<file path="config.mk">
export PLATFORM = sky130hd
export DESIGN_NAME = x86_alu_modrm_decoder_core_flat
export DESIGN_NICKNAME = d
export VERILOG_FILES = /design/src/rtl/xamd_pkg.sv /design/src/rtl/xamd_req_if.sv /design/src/rtl/xamd_rsp_if.sv /design/src/rtl/xamd_step.sv /design/src/rtl/x86_alu_modrm_decoder_core.sv /design/src/flat_wrapper.sv
export SDC_FILE = /design/constraint.sdc
export NUM_CORES = 1
export LEC_CHECK = 0
export ABC_AREA = 1
export BUFFER_PORTS_ARGS = -buffer_cell sky130_fd_sc_hd__clkbuf_2
export CAP_MARGIN = 20
export CORE_AREA = 4 4 124 126
export CTS_CLUSTER_DIAMETER = 60
export CTS_CLUSTER_SIZE = 25
export DETAILED_ROUTE_END_ITERATION = 7
export DIE_AREA = 0 0 128 130
export HOLD_SLACK_MARGIN = 0.03
export MAX_ROUTING_LAYER = met4
export PLACE_DENSITY = 0.69
export SYNTH_ARGS = -nofsm -noshare
export SYNTH_HDL_FRONTEND = slang
export SYNTH_SLANG_ARGS = --single-unit
</file>
<file path="constraint.sdc">
create_clock -name clock -period 3 [get_ports clock]
set_input_delay 0.15 -clock clock [delete_from_list [all_inputs] [get_ports clock]]
set_output_delay 0.15 -clock clock [all_outputs]
set_load 0.02 [all_outputs]
</file>
<file path="src/rtl/xamd_pkg.sv">
`default_nettype none

package xamd_pkg;

   localparam logic [7:0] PFX_OPSIZE   = 8'd102;
   localparam logic [7:0] PFX_ADDRSIZE = 8'd103;
   localparam logic [7:0] OPC_MASK     = 8'hC7;
   localparam logic [7:0] OPC_MAX      = 8'd56;
   localparam logic [2:0] RM_DISP16    = 3'd6;
   localparam logic [2:0] RM_DISP32    = 3'd5;
   localparam logic [2:0] RM_SIB       = 3'd4;
   localparam logic [1:0] MOD_REG      = 2'd3;
   localparam logic [1:0] MOD_DISP8    = 2'd1;
   localparam logic [1:0] MOD_DISPW    = 2'd2;
   localparam logic       KIND_ALU     = 1'b0;
   localparam logic       KIND_UNKNOWN = 1'b1;
   localparam logic [1:0] PFX_BIT_OP   = 2'b01;
   localparam logic [1:0] PFX_BIT_ADDR = 2'b10;

   typedef enum logic [2:0] {
      PH_START   = 3'd0,
      PH_AFTER66 = 3'd1,
      PH_AFTER67 = 3'd2,
      PH_MODRM   = 3'd3,
      PH_SIB     = 3'd4,
      PH_DISP    = 3'd5
   } phase_type;

   typedef struct packed {
      phase_type   phase;
      logic [1:0]  prefixes;
      logic [2:0]  opcode_index;
      logic [7:0]  modrm;
      logic [7:0]  sib;
      logic [31:0] disp_accum;
      logic [2:0]  disp_left;
      logic [3:0]  byte_count;
   } state_type;

   typedef struct packed {
      logic        kind;
      logic [2:0]  alu_op;
      logic [1:0]  prefix_flags;
      logic [1:0]  mode;
      logic [2:0]  reg_field;
      logic [2:0]  rm_field;
      logic        has_sib;
      logic [1:0]  sib_scale;
      logic [2:0]  sib_index;
      logic [2:0]  sib_base;
      logic [31:0] displacement;
      logic [3:0]  length;
   } result_type;

   function automatic logic sib_present(input logic [1:0] pfx, input logic [7:0] modrm);
      return !pfx[1] && (modrm[7:6] != MOD_REG) && (modrm[2:0] == RM_SIB);
   endfunction

   function automatic logic [2:0] disp_size(input logic [1:0] pfx, input logic [7:0] modrm,
                                            input logic [7:0] sib);
      logic [2:0] n;
      n = 3'd0;
      if (modrm[7:6] == MOD_REG) begin
         n = 3'd0;
      end else if (modrm[7:6] == MOD_DISP8) begin
         n = 3'd1;
      end else if (pfx[1]) begin
         if (modrm[7:6] == MOD_DISPW || modrm[2:0] == RM_DISP16) n = 3'd2;
      end else begin
         if (modrm[7:6] == MOD_DISPW || modrm[2:0] == RM_DISP32) n = 3'd4;
         else if (modrm[2:0] == RM_SIB && sib[2:0] == RM_DISP32) n = 3'd4;
      end
      return n;
   endfunction

endpackage

`default_nettype wire

</file>
<file path="src/rtl/xamd_req_if.sv">
`default_nettype none

interface xamd_req_if;
   logic       valid;
   logic       ready;
   logic [7:0] code_byte;

   modport source (output valid, output code_byte, input ready);
   modport sink (input valid, input code_byte, output ready);
endinterface

`default_nettype wire

</file>
<file path="src/rtl/xamd_rsp_if.sv">
`default_nettype none

interface xamd_rsp_if;
   logic        valid;
   logic        ready;
   logic        kind;
   logic [2:0]  alu_op;
   logic [1:0]  prefix_flags;
   logic [1:0]  mode;
   logic [2:0]  reg_field;
   logic [2:0]  rm_field;
   logic        has_sib;
   logic [1:0]  sib_scale;
   logic [2:0]  sib_index;
   logic [2:0]  sib_base;
   logic [31:0] displacement;
   logic [3:0]  length;

   modport source (output valid, output kind, output alu_op, output prefix_flags, output mode,
                   output reg_field, output rm_field, output has_sib, output sib_scale,
                   output sib_index, output sib_base, output displacement, output length,
                   input ready);
   modport sink (input valid, input kind, input alu_op, input prefix_flags, input mode,
                 input reg_field, input rm_field, input has_sib, input sib_scale,
                 input sib_index, input sib_base, input displacement, input length,
                 output ready);
endinterface

`default_nettype wire

</file>
<file path="src/rtl/xamd_step.sv">
`default_nettype none

module xamd_step (
   input  xamd_pkg::state_type  cur,
   input  logic [7:0]           code_byte,
   output xamd_pkg::state_type  nxt,
   output logic                 emit,
   output xamd_pkg::result_type res
);

   function automatic xamd_pkg::result_type alu_result(
      input logic [2:0] op, input logic [1:0] pfx, input logic [7:0] modrm,
      input logic [7:0] sib, input logic [31:0] disp, input logic [3:0] cnt);
      xamd_pkg::result_type r;
      logic s;
      s = xamd_pkg::sib_present(pfx, modrm);
      r = '0;
      r.kind         = xamd_pkg::KIND_ALU;
      r.alu_op       = op;
      r.prefix_flags = pfx;
      r.mode         = modrm[7:6];
      r.reg_field    = modrm[5:3];
      r.rm_field     = modrm[2:0];
      r.has_sib      = s;
      r.sib_scale    = s ? sib[7:6] : 2'd0;
      r.sib_index    = s ? sib[5:3] : 3'd0;
      r.sib_base     = s ? sib[2:0] : 3'd0;
      r.displacement = disp;
      r.length       = cnt;
      return r;
   endfunction

   xamd_pkg::state_type base;
   logic [3:0]          count;
   logic [3:0]          cnt_use;
   logic                chk_opc;
   logic [2:0]          n_disp;
   logic [7:0]          addr_modrm;
   logic [7:0]          addr_sib;
   logic                addr_done;
   logic [1:0]          pos;
   logic [31:0]         accum;
   logic [2:0]          left;

   always_comb begin
      count      = cur.byte_count + 4'd1;
      cnt_use    = count;
      base       = cur;
      nxt        = cur;
      emit       = 1'b0;
      res        = '0;
      chk_opc    = 1'b0;
      addr_done  = 1'b0;
      addr_modrm = cur.modrm;
      addr_sib   = cur.sib;
      pos        = 2'd0;
      accum      = cur.disp_accum;
      left       = cur.disp_left;
      unique case (cur.phase)
         xamd_pkg::PH_MODRM: begin
            nxt.modrm      = code_byte;
            nxt.byte_count = count;
            addr_modrm     = code_byte;
            if (xamd_pkg::sib_present(cur.prefixes, code_byte)) nxt.phase = xamd_pkg::PH_SIB;
            else addr_done = 1'b1;
         end
         xamd_pkg::PH_SIB: begin
            nxt.sib        = code_byte;
            nxt.byte_count = count;
            addr_sib       = code_byte;
            addr_done      = 1'b1;
         end
         xamd_pkg::PH_DISP: begin
            nxt.byte_count = count;
            pos   = 2'(xamd_pkg::disp_size(cur.prefixes, cur.modrm, cur.sib) - cur.disp_left);
            accum = cur.disp_accum | (32'(code_byte) << {pos, 3'b000});
            left  = cur.disp_left - 3'd1;
            nxt.disp_accum = accum;
            nxt.disp_left  = left;
            if (left == 3'd0) begin
               emit = 1'b1;
               res  = alu_result(cur.opcode_index, cur.prefixes, cur.modrm, cur.sib, accum,
                                 count);
               nxt  = '0;
            end
         end
         xamd_pkg::PH_AFTER66: begin
            if (code_byte == xamd_pkg::PFX_ADDRSIZE) begin
               nxt.prefixes   = cur.prefixes | xamd_pkg::PFX_BIT_ADDR;
               nxt.phase      = xamd_pkg::PH_AFTER67;
               nxt.byte_count = count;
            end else begin
               chk_opc = 1'b1;
            end
         end
         xamd_pkg::PH_AFTER67: chk_opc = 1'b1;
         default: begin
            base    = '0;
            cnt_use = 4'd1;
            nxt     = '0;
            if (code_byte == xamd_pkg::PFX_OPSIZE) begin
               nxt.prefixes   = xamd_pkg::PFX_BIT_OP;
               nxt.phase      = xamd_pkg::PH_AFTER66;
               nxt.byte_count = 4'd1;
            end else if (code_byte == xamd_pkg::PFX_ADDRSIZE) begin
               nxt.prefixes   = xamd_pkg::PFX_BIT_ADDR;
               nxt.phase      = xamd_pkg::PH_AFTER67;
               nxt.byte_count = 4'd1;
            end else begin
               chk_opc = 1'b1;
            end
         end
      endcase

      n_disp = xamd_pkg::disp_size(cur.prefixes, addr_modrm, addr_sib);
      if (addr_done) begin
         if (n_disp == 3'd0) begin
            emit = 1'b1;
            res  = alu_result(cur.opcode_index, cur.prefixes, addr_modrm, addr_sib,
                              cur.disp_accum, count);
            nxt  = '0;
         end else begin
            nxt.disp_accum = '0;
            nxt.disp_left  = n_disp;
            nxt.phase      = xamd_pkg::PH_DISP;
         end
      end

      if (chk_opc) begin
         if ((code_byte & xamd_pkg::OPC_MASK) == 8'd0 && code_byte <= xamd_pkg::OPC_MAX) begin
            nxt              = base;
            nxt.opcode_index = code_byte[5:3];
            nxt.byte_count   = cnt_use;
            nxt.phase        = xamd_pkg::PH_MODRM;
         end else begin
            emit             = 1'b1;
            res              = '0;
            res.kind         = xamd_pkg::KIND_UNKNOWN;
            res.prefix_flags = base.prefixes;
            res.displacement = 32'(code_byte);
            res.length       = cnt_use;
            nxt              = '0;
         end
      end
   end

endmodule

`default_nettype wire

</file>
<file path="src/rtl/x86_alu_modrm_decoder_core.sv">
// x86 alu r/m8,r8 decoder, one code byte per transfer
// req_ch: code bytes of the instruction stream (valid/ready, code_byte)
// rsp_ch: one decoded instruction per transfer, sent on the byte that
//   completes it; a byte that cannot start an instruction is sent alone
//   as kind unknown with the byte in displacement
// a 0x66 prefix and then a 0x67 prefix may precede the opcode
// datapath: a byte is taken into the input register, decoded there against
//   the parser state and its result lands in the output register
// throughput: one byte per cycle while rsp_ch does not stall; the parser
//   state update is the one short decode step between the input and
//   output registers
// when rsp_ch stalls, the output register holds its result and the input
//   register holds one more byte, then req_ch.ready drops
// reset: clears both stages and returns the parser to expecting a prefix
//   or opcode with no prefixes and an empty byte count
`default_nettype none

module x86_alu_modrm_decoder_core (
   input  logic              clock,
   input  logic              reset,
   xamd_req_if.sink          req_ch,
   xamd_rsp_if.source        rsp_ch
);

   logic                 in_valid_ff;
   logic                 in_valid_in;
   logic [7:0]           in_byte_ff;
   logic                 out_valid_ff;
   logic                 out_valid_in;
   xamd_pkg::result_type out_ff;
   xamd_pkg::state_type  state_ff;
   xamd_pkg::state_type  state_in;
   xamd_pkg::state_type  step_nxt;
   xamd_pkg::result_type step_res;
   logic                 step_emit;
   logic                 advance;
   logic                 take;

   assign advance      = !out_valid_ff || rsp_ch.ready;
   assign req_ch.ready = !in_valid_ff || advance;
   assign take         = req_ch.valid && req_ch.ready;

   xamd_step u_step (
      .cur       (state_ff),
      .code_byte (in_byte_ff),
      .nxt       (step_nxt),
      .emit      (step_emit),
      .res       (step_res)
   );

   always_comb begin
      in_valid_in  = in_valid_ff;
      out_valid_in = out_valid_ff;
      state_in     = state_ff;
      if (advance) begin
         in_valid_in  = 1'b0;
         out_valid_in = 1'b0;
         if (in_valid_ff) begin
            state_in     = step_nxt;
            out_valid_in = step_emit;
         end
      end
      if (take) in_valid_in = 1'b1;
   end

   always_ff @(posedge clock) begin
      if (reset) begin
         in_valid_ff  <= 1'b0;
         out_valid_ff <= 1'b0;
         state_ff     <= '0;
      end else begin
         in_valid_ff  <= in_valid_in;
         out_valid_ff <= out_valid_in;
         state_ff     <= state_in;
      end
   end

   always_ff @(posedge clock) begin
      if (take) in_byte_ff <= req_ch.code_byte;
      if (advance && in_valid_ff && step_emit) out_ff <= step_res;
   end

   assign rsp_ch.valid        = out_valid_ff;
   assign rsp_ch.kind         = out_ff.kind;
   assign rsp_ch.alu_op       = out_ff.alu_op;
   assign rsp_ch.prefix_flags = out_ff.prefix_flags;
   assign rsp_ch.mode         = out_ff.mode;
   assign rsp_ch.reg_field    = out_ff.reg_field;
   assign rsp_ch.rm_field     = out_ff.rm_field;
   assign rsp_ch.has_sib      = out_ff.has_sib;
   assign rsp_ch.sib_scale    = out_ff.sib_scale;
   assign rsp_ch.sib_index    = out_ff.sib_index;
   assign rsp_ch.sib_base     = out_ff.sib_base;
   assign rsp_ch.displacement = out_ff.displacement;
   assign rsp_ch.length       = out_ff.length;

endmodule

`default_nettype wire
</file>
<file path="src/flat_wrapper.sv">
// flat-port wrapper written by rule: the top's interface ports become plain ports
module x86_alu_modrm_decoder_core_flat 
  (clock, reset, req_ch_valid, req_ch_code_byte, req_ch_ready, rsp_ch_valid, rsp_ch_kind, rsp_ch_alu_op, rsp_ch_prefix_flags, rsp_ch_mode, rsp_ch_reg_field, rsp_ch_rm_field, rsp_ch_has_sib, rsp_ch_sib_scale, rsp_ch_sib_index, rsp_ch_sib_base, rsp_ch_displacement, rsp_ch_length, rsp_ch_ready);
  xamd_req_if req_ch_i ();
  xamd_rsp_if rsp_ch_i ();
  input  logic clock;
  input  logic reset;
  input wire logic [$bits(req_ch_i.valid)-1:0] req_ch_valid;
  input wire logic [$bits(req_ch_i.code_byte)-1:0] req_ch_code_byte;
  output wire logic [$bits(req_ch_i.ready)-1:0] req_ch_ready;
  output wire logic [$bits(rsp_ch_i.valid)-1:0] rsp_ch_valid;
  output wire logic [$bits(rsp_ch_i.kind)-1:0] rsp_ch_kind;
  output wire logic [$bits(rsp_ch_i.alu_op)-1:0] rsp_ch_alu_op;
  output wire logic [$bits(rsp_ch_i.prefix_flags)-1:0] rsp_ch_prefix_flags;
  output wire logic [$bits(rsp_ch_i.mode)-1:0] rsp_ch_mode;
  output wire logic [$bits(rsp_ch_i.reg_field)-1:0] rsp_ch_reg_field;
  output wire logic [$bits(rsp_ch_i.rm_field)-1:0] rsp_ch_rm_field;
  output wire logic [$bits(rsp_ch_i.has_sib)-1:0] rsp_ch_has_sib;
  output wire logic [$bits(rsp_ch_i.sib_scale)-1:0] rsp_ch_sib_scale;
  output wire logic [$bits(rsp_ch_i.sib_index)-1:0] rsp_ch_sib_index;
  output wire logic [$bits(rsp_ch_i.sib_base)-1:0] rsp_ch_sib_base;
  output wire logic [$bits(rsp_ch_i.displacement)-1:0] rsp_ch_displacement;
  output wire logic [$bits(rsp_ch_i.length)-1:0] rsp_ch_length;
  input wire logic [$bits(rsp_ch_i.ready)-1:0] rsp_ch_ready;
  assign req_ch_i.valid = req_ch_valid;
  assign req_ch_i.code_byte = req_ch_code_byte;
  assign req_ch_ready = req_ch_i.ready;
  assign rsp_ch_valid = rsp_ch_i.valid;
  assign rsp_ch_kind = rsp_ch_i.kind;
  assign rsp_ch_alu_op = rsp_ch_i.alu_op;
  assign rsp_ch_prefix_flags = rsp_ch_i.prefix_flags;
  assign rsp_ch_mode = rsp_ch_i.mode;
  assign rsp_ch_reg_field = rsp_ch_i.reg_field;
  assign rsp_ch_rm_field = rsp_ch_i.rm_field;
  assign rsp_ch_has_sib = rsp_ch_i.has_sib;
  assign rsp_ch_sib_scale = rsp_ch_i.sib_scale;
  assign rsp_ch_sib_index = rsp_ch_i.sib_index;
  assign rsp_ch_sib_base = rsp_ch_i.sib_base;
  assign rsp_ch_displacement = rsp_ch_i.displacement;
  assign rsp_ch_length = rsp_ch_i.length;
  assign rsp_ch_i.ready = rsp_ch_ready;
  x86_alu_modrm_decoder_core u_core (.clock(clock), .reset(reset), .req_ch(req_ch_i), .rsp_ch(rsp_ch_i));
endmodule
</file>
==> qor.txt, run 1 <==
RSZ-0062 raised after global routing: false
Max cap viols: 0
Total global-route track usage: 19.43%
Syn Std Cell Area: 6332 µm²
Vias in the first global route: 5,036
Worst Hold Launch: req_ch_code_byte[2]
Status: finished clean
Fmax: 374.2 MHz
Worst path required time: 3.10 ns
Tot Pwr: 4948 µW
Maximum vdd ir drop: 0.0004201 V
Distinct cells, synth: 31
# rows: 44
CP startpoint: u_core.state_ff[60]
P_leak: 0.003625 µW
First-pass DRT Iterations: 5
Largest net degree at the start of global routing: 39
Placed cell areas: 6919 µm²
CP max FO: 25
Initial Utilization: 44.24%
CP Capture Point: u_core.rsp_ch.has_sib
# nets final: 896
Clock skew: 0.007709 ns
Root Driver: clkbuf_16
Final core utilization: 53.58%
Synth-to-layout area growth: 21.10%
Total gr overflow: 0
Flops & latches, synth: 132
DRT antenna net count: 0
Sequential area share after synthesis: 52.32%
GP Congestion: 0.9614
Period utilisation layout: 89.08%
First-pass GRT wire length: 24.83 mm
Pwr/cell area: 645.2 nW/µm²
I/O Buffers: 72
Worst Tran Pin Value: 0.7919 ns
Worst r2r src: u_core.state_ff[60]
Core region area: 14,310 µm²
Drc violations: 0
Min Tclk post-route: 2.672 ns
Antenna diode count: 0
Via/cell ratio: 5.086
Yosys warns: 0
Layout cells sized above 1: 17.25%
Mean post-synth cell area: 8.005 µm²
IO Pins: 73
WP data arrival: 2.77 ns
Reg2reg end: u_core.rsp_ch.has_sib
WL/cell: 14.24 µm
Worst-Skew Late Latency: 0.42 ns
Clock tree buffer depth: 2
Setup violators final: 0
Post-CTS Resized: 0
Hold WC Path Type: input pin to register
Num CTS Buffers: 17
Slew Limit Fails: 0
Crit start category: register
Commonest cells after routing, fill and taps aside: nand2_1 (143), inv_1 (125), clkbuf_2 (72), a21oi_1 (69), edfxtp_1 (67)
R2R cell count: 11
Reg2Reg Setup Slack: 0.33 ns
Initial drt markers: 542
Die height: 130 µm
Antenna violations before repair: 0
Setup TNS: 0 ns
CTS tree: yes
Post-Layout Cell Count: 1,077
DP Wirelength: 10.34 mm
TritonCTS Sinks: 132
Synthesized instance count: 791
Syn_nets: 807
H-tree depth: 4
Post-detailed-routing wire length: 15.34 mm
Crit end category: register
Placed Cells incl. Taps: 1,034
Relative slew slack: 47.15%
Die area: 16,640 µm²
Worst Path Class, Setup: register to register
Via count: 5,478
Horiz. Die Dim: 128 µm
Clock transition at path regs: 0.06 ns
Final Hold Violating Endpoints: 0
Final Cell Area: 7669 µm²
Commonest non-fill, non-tap cell in the layout: nand2_1
## through the flow
| stage | hold WS, ns | worst slack (ns) |
|---|---|---|
| floorplan | 0.2191 | 0.1714 |
| global placement | 0.3340 | 0.4046 |
| detailed placement | 0.3286 | 0.3281 |
| CTS | 0.4324 | 0.3259 |
| global route | 0.4387 | 0.01187 |
| finish | 0.4458 | 0.3277 |
## logic make-up after synthesis
family,Yosys count,share of synthesized area (%)
xor gates and xnor gates,4,0.5534
buffers and inverters,174,11.26
adders and majority gates,4,0.7904
DFF,132,52.32
AOI/OAI and AO/OA,196,16.00
and+or+nand+nor,281,19.07
## worst min-delay path by stage
stage | to | cells after the start | slack (ns)
floorplan | u_core.in_valid_ff | 1 | 0.22
global placement | u_core.in_byte_ff[6] | 1 | 0.33
detailed placement | u_core.in_byte_ff[5] | 1 | 0.33
CTS | u_core.in_byte_ff[2] | 2 | 0.43
global route | u_core.in_byte_ff[2] | 2 | 0.44
finish | u_core.in_byte_ff[2] | 2 | 0.45
## power by group
| group | internal, µW | leakage [µW] | total [µW] | switching, µW |
|---|---|---|---|---|
| clock network | 1430 | 0.000310 | 2230 | 798 |
| logic | 198 | 0.00216 | 659 | 461 |
| registers | 2010 | 0.00116 | 2060 | 57.4 |
| total | 3630 | 0.00362 | 4950 | 1320 |
## worst max-delay path, stage by stage (launching register included)
cell,delay (ns)
dfxtp_1,0.49
nor2_2,0.09
nand2_2,0.33
nand3_2,0.20
nand3_1,0.15
nand2_2,0.13
nor2_2,0.24
inv_1,0.07
nand3_1,0.13
nand2_1,0.12
clkinvlp_4,0.13
buf_4,0.27
## routing by layer
| metal | share of wire [%] | track usage [%] |
|---|---|---|
| met5 | 0 | - |
| met4 | 1.8 | 8.052 |
| met3 | 6.0 | 3.848 |
| met2 | 45 | 28.96 |
| met1 | 47 | 26.03 |
## final cells by class
| cell class | instances | area (µm²) |
|---|---|---|
| clock buffer | 19 | 442.9 |
| timing repair buffer | 103 | 645.6 |
| tap | 184 | 230.2 |
| multi-input combinational | 485 | 2306 |
| inverter | 141 | 534.3 |
| clock inverter | 13 | 196.4 |
| sequential | 132 | 3313 |
| fill | 1318 | 6645 |
## state kept, by name, indices dropped and copies added (netlist names), 3 cells and up
name	flops
u_core.rsp_ch.rm_field	3
u_core.rsp_ch.alu_op	3
u_core.rsp_ch.sib_base	3
u_core.in_byte_ff	8
u_core.rsp_ch.sib_index	3
u_core.state_ff	63
u_core.rsp_ch.displacement	32
u_core.rsp_ch.reg_field	3
u_core.rsp_ch.length	4
## cells in the mapped netlist
cell      number  area, µm²
a21oi_1       69      345.3
a31oi_1        3      18.77
buf_2         11      55.05
buf_4          4      30.03
buf_6          4      45.04
clkbuf_1      14      52.55
clkinv_1       2      7.510
clkinv_2       1      5.000
dfxtp_1       65       1301
edfxtp_1      67       2012
ha_1           4      50.05
inv_1        126      473.0
inv_2         12      45.04
nand2_1      143      536.8
nand2_2        6      37.54
nand3_1       26      130.1
nand3_2        3      30.03
nand4_1        9      56.30
nor2_1        52      195.2
nor2_2         3      18.77
nor3_1        36      180.2
nor3_2         1      10.01
nor4_1         1      6.260
o211ai_1       1      7.510
o21ai_0       65      325.3
o21ai_1       43      215.2
o21ai_2        3      26.28
o22ai_1       12      75.07
or2_2          1      6.260
xnor2_1        2      17.52
xor2_1         2      17.52
## what timing repair did
item / 4_1_cts / 5_1_grt
endpoints found under the hold margin: 14 / 0
hold buffers: 11 / 0
buffers inserted: 0 / 0
(Power assumes the default switching activity.)
==> run 2, diff against run 1 <==
Settings changed: CORE_AREA 4 4 124 126 to 4 4 165 167, DIE_AREA 0 0 128 130 to 0 0 169 171, PLACE_DENSITY 0.69 to 0.45.
==> qor.txt, run 2 (synthesized netlist as in run 1, its figures left out) <==
Max cap viols: 0 (unchanged)
Reg2reg end: u_core.rsp_ch.displacement[6] (was u_core.rsp_ch.has_sib)
Fmax: 371.2 MHz (was 374.2 MHz)
Status: finished clean (unchanged)
Horiz. Die Dim: 169 µm (was 128 µm)
CP max FO: 40 (was 25)
WHS Path Cells: 2 (unchanged)
Placed cell areas: 7153 µm² (was 6919 µm²)
Core region area: 25,760 µm² (was 14,310 µm²)
Final Hold Violating Endpoints: 0 (unchanged)
Die area: 28,900 µm² (was 16,640 µm²)
First-pass GRT wire length: 28.56 mm (was 24.83 mm)
H-tree depth: 4 (unchanged)
Root Driver: clkbuf_16 (unchanged)
Worst r2r src: u_core.in_byte_ff[0] (was u_core.state_ff[60])
Clock tree buffer depth: 2 (unchanged)
Via/cell ratio: 4.432 (was 5.086)
WL/cell: 14.83 µm (was 14.24 µm)
IO Pins: 73 (unchanged)
Commonest non-fill, non-tap cell in the layout: nand2_1 (unchanged)
I/O Buffers: 72 (unchanged)
P_sw: 1444 µW (was 1317 µW)
Most flops, register: u_core.state_ff (unchanged)
CTS Hold Bufs: 12 (was 11)
Via count: 5,451 (was 5,478)
R2R cell count: 12 (was 11)
First-pass DRT Iterations: 5 (unchanged)
Worst Hold Launch: req_ch_code_byte[5] (was req_ch_code_byte[2])
DP Wirelength: 12.56 mm (was 10.34 mm)
Relative slew slack: 41.81% (was 47.15%)
Commonest cells after routing, fill and taps aside: nand2_1 (143), inv_1 (125), clkbuf_2 (72), a21oi_1 (69), edfxtp_1 (67) (unchanged)
DRT antenna net count: 0 (unchanged)
Clock skew: 0.01502 ns (was 0.007709 ns)
Total global-route track usage: 13.05% (was 19.43%)
Min Tclk post-route: 2.694 ns (was 2.672 ns)
Fillers: 2,760 (was 1,318)
Total gr overflow: 0 (unchanged)
Worst Path Class, Setup: register to register (unchanged)
# rows: 59 (was 44)
Clock transition at path regs: 0.06 ns (about the same)
Antenna violations before repair: 0 (unchanged)
Setup TNS: 0 ns (unchanged)
Worst-Skew Late Latency: 0.43 ns (was 0.42 ns)
Seq pwr share: 43.0% (was 41.7%)
Synth-to-layout area growth: 24.07% (was 21.10%)
Final core utilization: 30.49% (was 53.58%)
Comb power frac: 14.5% (was 13.3%)
Worst Hold End: u_core.in_byte_ff[5] (was u_core.in_byte_ff[2])
Worst path required time: 3.16 ns (was 3.10 ns)
Crit start category: register (unchanged)
Max reg flops: 63 (unchanged)
Num CTS Buffers: 17 (unchanged)
Most used cell, CP: nand2_1
Power Internal: 3363 µW (was 3631 µW)
WP data arrival: 2.85 ns (was 2.77 ns)
Worst Tran Pin Value: 0.8718 ns (was 0.7919 ns)
Switching share of power: 30.03% (was 26.62%)
RSZ-0062 raised after global routing: false (unchanged)
# nets final: 898 (was 896)
Critical-path cell list: inv_2 > nor3_2 > nand2_1 > nand2_1 > nand3_1 > nand2_2 > nor2_2 > inv_1 > nand3_1 > nand2_1 > clkinvlp_4 > buf_12 (was nor2_2 > nand2_2 > nand3_2 > nand3_1 > nand2_2 > nor2_2 > inv_1 > nand3_1 > nand2_1 > clkinvlp_4 > buf_4)
Hold Slack: 0.4458 ns (about the same)
Final Cell Area: 7856 µm² (was 7669 µm²)
Post-detailed-routing wire length: 18.25 mm (was 15.34 mm)
Layout cells sized above 1: 17.43% (was 17.25%)
Clk network pwr share: 42.5% (was 45.0%)
P_leak: 0.003633 µW (was 0.003625 µW)
Hold WC Path Type: input pin to register (unchanged)
TritonCTS Sinks: 132 (unchanged)
CTS tree: yes (unchanged)
Critical path's largest stage delay: 0.61 ns (was 0.49 ns)
Die height: 171 µm (was 130 µm)
Largest net degree at the start of global routing: 41 (was 39)
Number of buffers added for setup after CTS: 0 (unchanged)
Antenna diode count: 0 (unchanged)
Slew Limit Fails: 0 (unchanged)
Pwr/cell area: 611.8 nW/µm² (was 645.2 nW/µm²)
Slowest-stage cell, CP: edfxtp_1 (was dfxtp_1)
Drc violations: 0 (unchanged)
Initial drt markers: 318 (was 542)
Crit end category: register (unchanged)
Post-CTS Resized: 0 (unchanged)
Reg2Reg Setup Slack: 0.31 ns (was 0.33 ns)
Initial Utilization: 24.58% (was 44.24%)
Maximum vdd ir drop: 0.0003998 V (was 0.0004201 V)
Period utilisation layout: 89.81% (was 89.08%)
Vias in the first global route: 5,046 (was 5,036)
Setup violators final: 0 (unchanged)
GP Congestion: 0.8990 (was 0.9614)
## run 2: metrics by stage
step           total power (µW)  instances  setup WS [ns]
6_report                   4807       1230         0.3058
2_1_floorplan              2549        791         0.1714
5_1_grt                    5035       1230        0.06691
3_3_place_gp               2802       1186         0.3741
3_5_place_dp               2799       1186         0.3562
4_1_cts                    4880       1230         0.3229
## run 2: per-layer routing
layer  vias to the layer above  global-route usage (%)  wire (µm)
met1                      2519                   18.21       9097
met3                        12                   2.888        930
met2                       134                   19.18       8030
met4                         0                   3.500        188
met5                         -                       -          0
li1                       2786                       -          -
## run 2: power by group through the flow
stage                     combinational (µW)  sequential [µW]  clock, µW
after floorplan                          395             2150          0
after global placement                   695             2110          0
after detailed placement                 692             2110          0
after CTS                                708             2070       2100
after global routing                     779             2080       2180
final                                    698             2070       2040
## run 2: final cells by class
class / count / area, µm² / area share, %
clock buffer: 18 / 450.4 / 5.733
clock inverter: 14 / 132.6 / 1.688
inverter: 141 / 534.3 / 6.800
multi-input combinational: 485 / 2306 / 29.35
sequential: 132 / 3313 / 42.17
tap: 335 / 419.2 / 5.335
timing repair buffer: 105 / 700.7 / 8.919
## run 2: worst max-delay path, delay by kind of cell, from the launching register on
kind | cells | cell delay [ns]
flops | 1 | 0.61
buf+inv | 4 | 0.65
simple gates | 8 | 1.14
## run 2: how the worst max path moves through the flow
stage | slack [ns] | endpoint | cells past startpoint | from
detailed placement | 0.36 | u_core.rsp_ch.displacement[13] | 12 | u_core.in_byte_ff[0]
finish | 0.31 | u_core.rsp_ch.displacement[6] | 12 | u_core.in_byte_ff[0]
global route | 0.07 | u_core.rsp_ch.displacement[6] | 12 | u_core.in_byte_ff[0]
CTS | 0.32 | u_core.rsp_ch.displacement[6] | 12 | u_core.in_byte_ff[0]
global placement | 0.37 | u_core.rsp_ch.displacement[31] | 12 | u_core.in_byte_ff[0]
floorplan | 0.17 | u_core.rsp_ch.alu_op[0] | 13 | u_core.state_ff[60]
==> run 3, diff against run 2 <==
--- a/config.mk
+++ b/config.mk
@@ -10,3 +10,3 @@
 export CAP_MARGIN = 20
-export CORE_AREA = 4 4 165 167
+export CORE_AREA = 5 5 125 127
 export CTS_CLUSTER_DIAMETER = 60
@@ -14,6 +14,6 @@
 export DETAILED_ROUTE_END_ITERATION = 7
-export DIE_AREA = 0 0 169 171
+export DIE_AREA = 0 0 130 132
 export HOLD_SLACK_MARGIN = 0.03
 export MAX_ROUTING_LAYER = met4
-export PLACE_DENSITY = 0.45
+export PLACE_DENSITY = 0.69
 export SYNTH_ARGS = -nofsm -noshare
--- a/constraint.sdc
+++ b/constraint.sdc
@@ -3,2 +3,2 @@
 set_output_delay 0.15 -clock clock [all_outputs]
-set_load 0.02 [all_outputs]
+set_load 0.01 [all_outputs]
==> qor.txt, run 3 (synthesized netlist as in run 1, its figures left out) <==
Status: finished clean (unchanged)
Reg2Reg Setup Slack: 0.37 ns (was 0.31 ns)
IO Pins: 73 (unchanged)
Relative slew slack: 43.97% (was 41.81%)
Core region area: 14,310 µm² (was 25,760 µm²)
Horiz. Die Dim: 130 µm (was 169 µm)
WP data arrival: 2.73 ns (was 2.85 ns)
Drc violations: 0 (unchanged)
H-tree depth: 4 (unchanged)
Slew Limit Fails: 0 (unchanged)
Initial Utilization: 44.24% (was 24.58%)
First-pass GRT wire length: 25.96 mm (was 28.56 mm)
Fillers: 1,329 (was 2,760)
Max cap viols: 0 (unchanged)
Layout cells sized above 1: 17.08% (was 17.43%)
WL/cell: 14.91 µm (was 14.83 µm)
Synth-to-layout area growth: 19.60% (was 24.07%)
Total gr overflow: 0 (unchanged)
Min Tclk post-route: 2.633 ns (was 2.694 ns)
Hold WC Path Type: input pin to register (unchanged)
Clock transition at path regs: 0.06 ns (about the same)
Largest net degree at the start of global routing: 39 (was 41)
# nets final: 893 (was 898)
Vias in the first global route: 5,212 (was 5,046)
Number of buffers added for setup after CTS: 0 (unchanged)
TritonCTS Sinks: 132 (unchanged)
I/O Buffers: 72 (unchanged)
Num CTS Buffers: 17 (unchanged)
Setup TNS: 0 ns (unchanged)
Worst-Skew Late Latency: 0.42 ns (was 0.43 ns)
DP Wirelength: 10.73 mm (was 12.56 mm)
Clock skew: 0.005676 ns (was 0.01502 ns)
Commonest non-fill, non-tap cell in the layout: nand2_1 (unchanged)
Worst Tran Pin Value: 0.8396 ns (was 0.8718 ns)
Final Hold Violating Endpoints: 0 (unchanged)
GP Congestion: 0.9711 (was 0.8990)
Tot Pwr: 4705 µW (was 4807 µW)
CP max FO: 21 (was 40)
First-pass DRT Iterations: 5 (unchanged)
Hold Slack: 0.05815 ns (was 0.4458 ns)
Antenna diode count: 0 (unchanged)
Via count: 5,569 (was 5,451)
RSZ-0062 raised after global routing: false (unchanged)
# rows: 44 (was 59)
Pwr/cell area: 621.3 nW/µm² (was 611.8 nW/µm²)
Final core utilization: 52.91% (was 30.49%)
Die height: 132 µm (was 171 µm)
Crit end category: register (unchanged)
Via/cell ratio: 5.185 (was 4.432)
Root Driver: clkbuf_16 (unchanged)
Post-Layout Cell Count: 1,074 (was 1,230)
Antenna violations before repair: 0 (unchanged)
Worst path required time: 3.10 ns (was 3.16 ns)
Die area: 17,160 µm² (was 28,900 µm²)
Placed Cells incl. Taps: 1,031 (was 1,186)
Clock tree buffer depth: 2 (unchanged)
Fmax: 379.8 MHz (was 371.2 MHz)
Most flops, register: u_core.state_ff (unchanged)
Maximum vdd ir drop: 0.0004258 V (was 0.0003998 V)
Period utilisation layout: 87.76% (was 89.81%)
DRT antenna net count: 0 (unchanged)
Max reg flops: 63 (unchanged)
P_leak: 0.003574 µW (was 0.003633 µW)
CTS tree: yes (unchanged)
Initial drt markers: 603 (was 318)
Commonest cells after routing, fill and taps aside: nand2_1 (143), inv_1 (125), clkbuf_2 (72), a21oi_1 (69), edfxtp_1 (67) (unchanged)
Multi-input logic area: 2306 µm² (unchanged)
Post-CTS Resized: 0 (unchanged)
Total global-route track usage: 19.62% (was 13.05%)
Worst Path Class, Setup: register to register (unchanged)
Crit start category: register (unchanged)
Setup violators final: 0 (unchanged)
Post-detailed-routing wire length: 16.01 mm (was 18.25 mm)
Register Area: 3313 µm² (unchanged)
run 3: cell types whose count changed in the layout (fill, tap and decap cells not counted), sizes merged:
cell | before | now
inv | 146 | 145
clkinvlp | 1 | 4
dlygate4sd3 | 12 | 11
buf | 21 | 17
bufinv | 0 | 1
clkinv | 8 | 5
run 3: area by class of cell:
cell class              instances  area share (%)
clock buffers                  18           5.799
clock inverters                14           1.850
inverters                     141           7.054
multi-input cells             485           30.45
flip-flops and latches        132           43.75
well taps                     184           3.040
repair buffers                100           8.062
run 3: where the power goes:
group | total (µW) | leakage, µW | switching [µW] | internal (µW)
combinational | 622 | 0.00214 | 429 | 193
sequential | 2060 | 0.00116 | 58.7 | 2010
clock | 2020 | 0.000276 | 836 | 1180
total | 4710 | 0.00357 | 1320 | 3380
run 3: through the flow:
step                cell area [µm²]  setup WS [ns]
floorplan                      6336         0.1714
global placement               6884         0.4744
detailed placement             6884         0.4270
CTS                            7574         0.3941
global route                   7574         0.1491
finish                         7574         0.3672
run 3: layer usage:
metal  vias to the layer above  global-route usage [%]  part of all wire [%]  wire length [µm]
met5                         -                       -                     0                 0
met4                         0                   7.217                   1.9               310
met3                        22                   3.849                   5.8               926
met2                       204                   28.45                    45              7202
met1                      2559                   27.26                    47              7572
li1                       2784                       -                     -                 -
run 3: timing repair:
action,4_1_cts,5_1_grt
hold buffers,11,0
endpoints found under the setup margin,0,0
endpoints found under the hold margin,13,0
run 3: path summary, 6_finish.rpt:
kind | startpoint | end | cells after the start
setup reg to reg | u_core.state_ff[60] | u_core.rsp_ch.sib_base[1] | 11
setup / recovery | u_core.state_ff[60] | u_core.rsp_ch.sib_base[1] | 11
hold / removal | rsp_ch_ready | u_core.rsp_ch.valid | 4
hold reg to reg | u_core.state_ff[34] | u_core.state_ff[34] | 2
run 3: critical path, stage by stage (launching register included):
cell	delay [ns]
dfxtp_1	0.49
nand3_2	0.40
nand2_1	0.27
o21ai_2	0.13
inv_2	0.09
nand2_1	0.07
inv_1	0.07
nand3_2	0.12
nand3_1	0.14
nand2_1	0.13
clkinvlp_4	0.13
buf_4	0.27
